### config.mk
export PLATFORM = sky130hd
export DESIGN_NAME = tlmfmt_conv
export DESIGN_NICKNAME = d
export VERILOG_FILES = /design/src/tlmfmt_pkg.sv /design/src/tlmfmt_conv.sv
export SDC_FILE = /design/constraint.sdc
export NUM_CORES = 1
export LEC_CHECK = 0
export BUFFER_PORTS_ARGS = -buffer_cell sky130_fd_sc_hd__buf_2
export CORE_AREA = 2 2 91 93
export DETAILED_ROUTE_END_ITERATION = 10
export DIE_AREA = 0 0 93 95
export GPL_TIMING_DRIVEN = 0
export MAX_ROUTING_LAYER = met4
export PLACE_DENSITY = 0.88
export SYNTH_ARGS = -nofsm -noshare
export SYNTH_HDL_FRONTEND = slang
export SYNTH_SLANG_ARGS = --single-unit
### constraint.sdc
create_clock -name clk_i -period 14.5 [get_ports clk_i]
set_input_delay 2.9 -clock clk_i [delete_from_list [all_inputs] [get_ports clk_i]]
set_output_delay 2.9 -clock clk_i [all_outputs]
set_load 0.005 [all_outputs]
### src/tlmfmt_pkg.sv
`timescale 1ns / 1ps

package tlmfmt_pkg;

  // ascii codes used in the frame
  localparam logic [6:0] CharHash  = 7'h23;
  localparam logic [6:0] CharColon = 7'h3A;
  localparam logic [6:0] CharNorth = 7'h4E;
  localparam logic [6:0] CharSouth = 7'h53;
  localparam logic [6:0] CharEast  = 7'h45;
  localparam logic [6:0] CharWest  = 7'h57;
  localparam logic [6:0] CharDot   = 7'h2E;
  localparam logic [6:0] CharQuest = 7'h3F;

  localparam int FrameLen  = 41;
  localparam int FracDigits = 6;

  // input field widths
  localparam int LatBits   = 27;
  localparam int LonBits   = 30;
  localparam int RpmBits   = 14;
  localparam int SpeedBits = 10;
  localparam int LoadBits  = 10;

  // digit counts
  localparam int LatDigits   = 8;
  localparam int LonDigits   = 9;
  localparam int RpmDigits   = 4;
  localparam int SpeedDigits = 3;
  localparam int LoadDigits  = 3;

  // saturation limits
  localparam logic [LatBits-1:0]   LatMax   = 27'd99999999;
  localparam logic [LonBits-1:0]   LonMax   = 30'd999999999;
  localparam logic [RpmBits-1:0]   RpmMax   = 14'd9999;
  localparam logic [SpeedBits-1:0] SpeedMax = 10'd999;
  localparam logic [LoadBits-1:0]  LoadMax  = 10'd999;

  localparam int InDataBits  = 96;
  localparam int OutDataBits = 8;

  // one record with every field already saturated
  typedef struct packed {
    logic [LatBits-1:0]   lat;
    logic [LonBits-1:0]   lon;
    logic [RpmBits-1:0]   rpm;
    logic [SpeedBits-1:0] speed;
    logic [LoadBits-1:0]  load;
    logic                 north;
    logic                 east;
  } tlm_rec_t;

  function automatic logic [6:0] digit_char(input logic [3:0] d);
    return {3'b011, d};
  endfunction

endpackage

### src/tlmfmt_conv.sv
`timescale 1ns / 1ps

module tlmfmt_conv (
  input  logic                              clk_i,
  input  logic                              rst_ni,
  input  logic                              in_valid_i,
  output logic                              in_ready_o,
  input  logic [tlmfmt_pkg::InDataBits-1:0] in_data_i,
  output logic                              rec_valid_o,
  input  logic                              rec_take_i,
  output tlmfmt_pkg::tlm_rec_t              rec_o
);
  import tlmfmt_pkg::*;

  // field offsets in tdata
  localparam int LatLo   = 0;
  localparam int NorthLo = LatLo + LatBits;
  localparam int LonLo   = NorthLo + 1;
  localparam int EastLo  = LonLo + LonBits;
  localparam int RpmLo   = EastLo + 1;
  localparam int SpeedLo = RpmLo + RpmBits;
  localparam int LoadLo  = SpeedLo + SpeedBits;

  logic     full_q, full_d;
  tlm_rec_t rec_q, rec_d;

  logic [LatBits-1:0]   lat_in;
  logic [LonBits-1:0]   lon_in;
  logic [RpmBits-1:0]   rpm_in;
  logic [SpeedBits-1:0] spd_in;
  logic [LoadBits-1:0]  load_in;
  logic                 accept;

  assign in_ready_o = !full_q;
  assign accept     = in_valid_i && in_ready_o;

  // fields above their maximum print as all nines
  always_comb begin
    lat_in  = in_data_i[LatLo +: LatBits];
    lon_in  = in_data_i[LonLo +: LonBits];
    rpm_in  = in_data_i[RpmLo +: RpmBits];
    spd_in  = in_data_i[SpeedLo +: SpeedBits];
    load_in = in_data_i[LoadLo +: LoadBits];
    if (lat_in > LatMax)    lat_in  = LatMax;
    if (lon_in > LonMax)    lon_in  = LonMax;
    if (rpm_in > RpmMax)    rpm_in  = RpmMax;
    if (spd_in > SpeedMax)  spd_in  = SpeedMax;
    if (load_in > LoadMax)  load_in = LoadMax;
  end

  always_comb begin
    full_d = full_q;
    rec_d  = rec_q;
    if (rec_take_i) begin
      full_d = 1'b0;
    end
    if (accept) begin
      full_d      = 1'b1;
      rec_d.lat   = lat_in;
      rec_d.north = in_data_i[NorthLo];
      rec_d.lon   = lon_in;
      rec_d.east  = in_data_i[EastLo];
      rec_d.rpm   = rpm_in;
      rec_d.speed = spd_in;
      rec_d.load  = load_in;
    end
  end

  always_ff @(posedge clk_i or negedge rst_ni) begin
    if (!rst_ni) begin
      full_q <= 1'b0;
    end else begin
      full_q <= full_d;
    end
  end

  always_ff @(posedge clk_i) begin
    rec_q <= rec_d;
  end

  assign rec_valid_o = full_q;
  assign rec_o       = rec_q;

endmodule

* Word level (Yosys, flattened, before mapping) *
Cells that the tools add are included.

storage, ports and cells
  flip-flop bits (word level) = 94
  bits in latches = 0
  RAM bits = 0
  memory bits (read-only) = 0
  bits of input ports = 100
  output and inout bits = 95
  memories kept = 0

operators by class
  $add $sub $neg = 0
  $mul = 0
  div/mod/pow operators = 0
  magnitude comparators = 5
  eq/ne operators = 0
  shifts and indexed selects = 0
  multiplexer cells = 2
  bitwise logic cells = 0
  reduce and logical (&&, ||, !) cells = 3

operator list
  kind                                        number
  30-bit > comparator, second input constant  1
  27-bit > comparator, second input constant  1
  10-bit > comparator, second input constant  2
  14-bit > comparator, second input constant  1
  1-bit 2-to-1 mux                            2
  2-bit nonzero test                          1
  1-bit logical AND                           1
  1-bit logical NOT                           1

* Longest topological paths before layout *
  depth in word-level cells = 3
  gate-level depth with buffers = 5

* Worst setup path after synthesis *
No wires, ideal clock.

  kind = input-to-reg
  start = in in_valid_i
  end = reg rec_q (netlist bit rec_o[0]), enable pin
  arrival time = 6.975 ns
  required time = 13.943 ns
  path slack = 6.967 ns
  cell stages on the path = 1
  path buffers = 0
  cell sequence = nor2b_1

on the way
  cells in the longest elaborated chain, start to end = 1

RTL lines
  element                 RTL line           source
  start: declaration      tlmfmt_conv.sv:6   input logic in_valid_i,
  1-bit logical AND       tlmfmt_conv.sv:35  assign accept = in_valid_i && in_ready_o;
  end signal: assignment  tlmfmt_conv.sv:78  rec_q <= rec_d;
  end: declaration        tlmfmt_conv.sv:25  tlm_rec_t rec_q, rec_d;

No other way between the ends.
A chain may end at the register's enable or synchronous reset.

* Worst setup path after layout *
  start = in in_valid_i
  end = reg rec_q (netlist bit rec_o[38]), enable pin

on the way
  cells in the longest elaborated chain, start to end = 1

RTL lines
  element            RTL line           source
  1-bit logical AND  tlmfmt_conv.sv:35
  via accept         tlmfmt_conv.sv:32  logic accept;

The timed path passes the listed nets, and every way through them passes these cells.

==> impl_metrics.env <==
export IMPL_wl_per_cell_um=14.29
export IMPL_power_frac_comb_pct=11.9
export IMPL_clk_latency_ns=0.35
export IMPL_hold_slack_ns=0.6423
export IMPL_fin_worst_skew_ns=0.009310
export IMPL_placed_cell_area_mm2=0.004837
export IMPL_grt_pass1_wl_mm=11.67
export IMPL_wl_mm=7.844
export IMPL_path_cells="buf_2 -> nor2b_4 -> buf_12"
export IMPL_cts_buffer_depth=2
export IMPL_grt_met2_usage_pct=31.58
export IMPL_final_area_mm2=0.005041
export IMPL_clock_tree_root_cell="clkbuf_8"
export IMPL_cp_start_kind="primary input"
export IMPL_drcViolationCount=0
export IMPL_whs_path_depth=2
export IMPL_max_cap_viol_count=0
export IMPL_ys_seq_area_share_pct=76.11
export IMPL_path_clk_slew_ns=0.09
export IMPL_power_switching_uw=129.2
export IMPL_final_layout_size_suffix_gt1_share_pct=51.70
export IMPL_hpwlAfterDp_mm=6.271
export IMPL_ant_nets=0
export IMPL_min_delay_path_class="flip-flop to flip-flop"
export IMPL_cts_made_buffers=9
export IMPL_hold_violations=0
export IMPL_grt_max_degree=40
export IMPL_swShare_pct=22.76
export IMPL_required_ns=14.54
export IMPL_arrival_ns=4.01
export IMPL_dieArea_mm2=0.008835
export IMPL_reg2regPathDepth=2
export IMPL_worst_slew_pin_slew_ns=0.8606
export IMPL_die_w_um=93
export IMPL_synth_fa_ha_area_share_pct=0
export IMPL_synth_edf_count=93
export IMPL_ctsHoldBuffers=0
export IMPL_top_usage_layer="met2"
export IMPL_cp_buffers_inverters=2
export IMPL_rsz0062_at_grt="false"
export IMPL_grt_antenna_before_repair=3
export IMPL_ys_warn_count=0
export IMPL_period_share_pct=27.34
export IMPL_multi_input_area_um2=792.0
export IMPL_cp_slowest_cell="nor2b_4"
export IMPL_num_vias=2572
export IMPL_status="finished, final reports clean"
export IMPL_drt_iter0_drc=87
export IMPL_setup_viol=0
export IMPL_maxSlewHeadroom_pct=42.51
export IMPL_coreArea_mm2=0.007928
export IMPL_finalMaxSlewViolations=0
export IMPL_synth_nets=332
export IMPL_cts_sinks=94
export IMPL_p_seq_share_pct=57.9
export IMPL_ff_latch_area_mm2=0.002818
export IMPL_die_y_um=95
export IMPL_synthSimpleGateAreaFrac_pct=18.42
export IMPL_first_global_vias=2526
export IMPL_synth_top_flop_cell="edfxtp_1"
export IMPL_syn_inst=232
export IMPL_r2r_setup_slack_ns=12.74
export IMPL_path_max_fanout=39
export IMPL_p_leak_nw=2.114
export IMPL_fill_cells=627
export IMPL_viasPerCell=4.685
export IMPL_port_buffers=191
export IMPL_cp_startpoint="in_valid_i"
export IMPL_min_from="rec_valid_o"
export IMPL_p_per_area_mw_per_mm2=112.6
export IMPL_htreeDepth=3
export IMPL_use_met1_pct=19.07
export IMPL_synth_xor_area_share_pct=0
export IMPL_final_nets=536
export IMPL_postCtsSetupRepairBufs=0
export IMPL_crit_type="primary input to flip-flop"
export IMPL_netlist_area_mm2=0.003702
export IMPL_ys_ff_latch=94
export IMPL_setup_tns_ns=0
export IMPL_end_kind="flip-flop"
export IMPL_hold_end="rec_valid_o"
export IMPL_p_clk_share_pct=30.1
export IMPL_ys_types=34
export IMPL_max_freq_mhz=252.2
export IMPL_cts_tree="built"
export IMPL_grt_use_met3_pct=5.666
export IMPL_cpPeakStageDelay_ns=0.70
export IMPL_initial_utilization_pct=46.70
export IMPL_period_minus_slack_ns=3.964
export IMPL_cp_top_family="simple AND/OR/NAND/NOR gates"
export IMPL_avgSynthCellArea_um2=15.96
export IMPL_async_reset_ff_share_pct=1.064
export IMPL_first_pass_iters=4
export IMPL_power_internal_uw=438.3
export IMPL_fp_row_count=33
export IMPL_rr_endpoint="rec_o[38]"
export IMPL_synth_compound_area_share_pct=2.771
export IMPL_track_usage_pct=18.08
export IMPL_synth_top_family_by_area="simple AND/OR/NAND/NOR gates"
export IMPL_grt_overflow=0
export IMPL_ctsResizeCount=0
export IMPL_synthToLayoutAreaGrowth_pct=36.16
export IMPL_io_pins=195
export IMPL_place_congestion=0.7340
export IMPL_reg2reg_from="rec_valid_o"
export IMPL_synthMuxAreaShare_pct=0
export IMPL_irDropWorstVdd_uv=58.24
cells by family (layout without fill, tap and decap cells):
family | Yosys count | count (layout)
and+or+nand+nor | 103 | 103
DFF | 94 | 94
buffers and inverters | 21 | 230
AOI/OAI and AO/OA | 14 | 14
other | 0 | 3
cell usage after synthesis, types with 2 or more instances:
| library cell | number | area, um^2 |
|---|---|---|
| edfxtp_1 | 93 | 2793 |
| nand2b_1 | 29 | 181.4 |
| and2_1 | 15 | 93.84 |
| clkbuf_1 | 15 | 56.30 |
| nor2b_1 | 10 | 62.56 |
| nand3b_1 | 9 | 67.56 |
| nor2_1 | 6 | 22.52 |
| or2_2 | 6 | 37.54 |
| or2b_1 | 6 | 45.04 |
| nand4_1 | 5 | 31.28 |
| o21ai_0 | 5 | 25.02 |
| and3_1 | 3 | 18.77 |
| nand2_1 | 3 | 11.26 |
| nand3_1 | 3 | 15.01 |
| a21oi_1 | 2 | 10.01 |
| buf_2 | 2 | 10.01 |
| buf_6 | 2 | 22.52 |
| nor3_1 | 2 | 10.01 |
worst min-delay path, delay by kind of cell (launching register included):
family	cells	cell delay, ns
AOI/OAI and AO/OA	1	0.08
buffers and inverters	1	0.09
DFF	1	0.43
flip-flops by register name, indices dropped and copies added (netlist names):
signal / count
rec_o: 93
rec_valid_o: 1
how the worst max path moves through the flow:
stage	end	depth (start not counted)
3_5_place_dp	rec_o[90]	3
2_1_floorplan	rec_o[0]	1
4_1_cts	rec_o[57]	3
5_1_grt	rec_o[0]	3
6_report	rec_o[38]	3
3_3_place_gp	rec_valid_o	3
cells in the final DEF (no fill, tap or decap), types with 6 or more instances in the layout:
cell type,netlist,final
nand2b_1,29,29
clkbuf_1,15,16
edfxtp_1,93,93
nand3b_1,9,9
clkbuf_8,0,9
nor2_1,6,6
and2_1,15,15
nor2b_1,10,9
or2b_1,6,6
buf_2,2,193
or2_2,6,6
power groups by stage:
stage | clock network, mW | logic, mW | registers [mW]
3_3_place_gp | 0 | 0.0634 | 0.339
3_5_place_dp | 0 | 0.0687 | 0.335
6_report | 0.171 | 0.0677 | 0.329
5_1_grt | 0.186 | 0.0754 | 0.331
4_1_cts | 0.175 | 0.0688 | 0.329
2_1_floorplan | 0 | 0.0228 | 0.341
stage by stage:
stage               util [%]  power [mW]  setup WS (ns)  std cells
finish                 63.59      0.5674          10.54        549
global route           63.59      0.5919          10.45        549
CTS                    63.49      0.5726          10.51        546
detailed placement     61.02      0.4040          10.14        530
global placement       60.42      0.4019          5.506        528
floorplan                  -      0.3639          6.967        232
final cells by class:
| cell class | count | area share, % |
|---|---|---|
| clock inverter | 6 | 1.365 |
| timing repair buffer | 193 | 19.76 |
| buffer | 20 | 1.911 |
| tap | 105 | 2.606 |
| inverter | 1 | 0.07446 |
| clock buffer | 10 | 2.532 |
| sequential | 94 | 55.89 |
| multi-input combinational | 117 | 15.71 |
| antenna | 3 | 0.1489 |
routing by layer:
| layer | up-vias | part of all wire [%] |
|---|---|---|
| met1 | 1192 | 36 |
| met4 | 0 | 1.8 |
| li1 | 1246 | - |
| met5 | - | 0 |
| met3 | 13 | 9.1 |
| met2 | 121 | 53 |
Note: power is estimated with default switching activity, not from simulation.
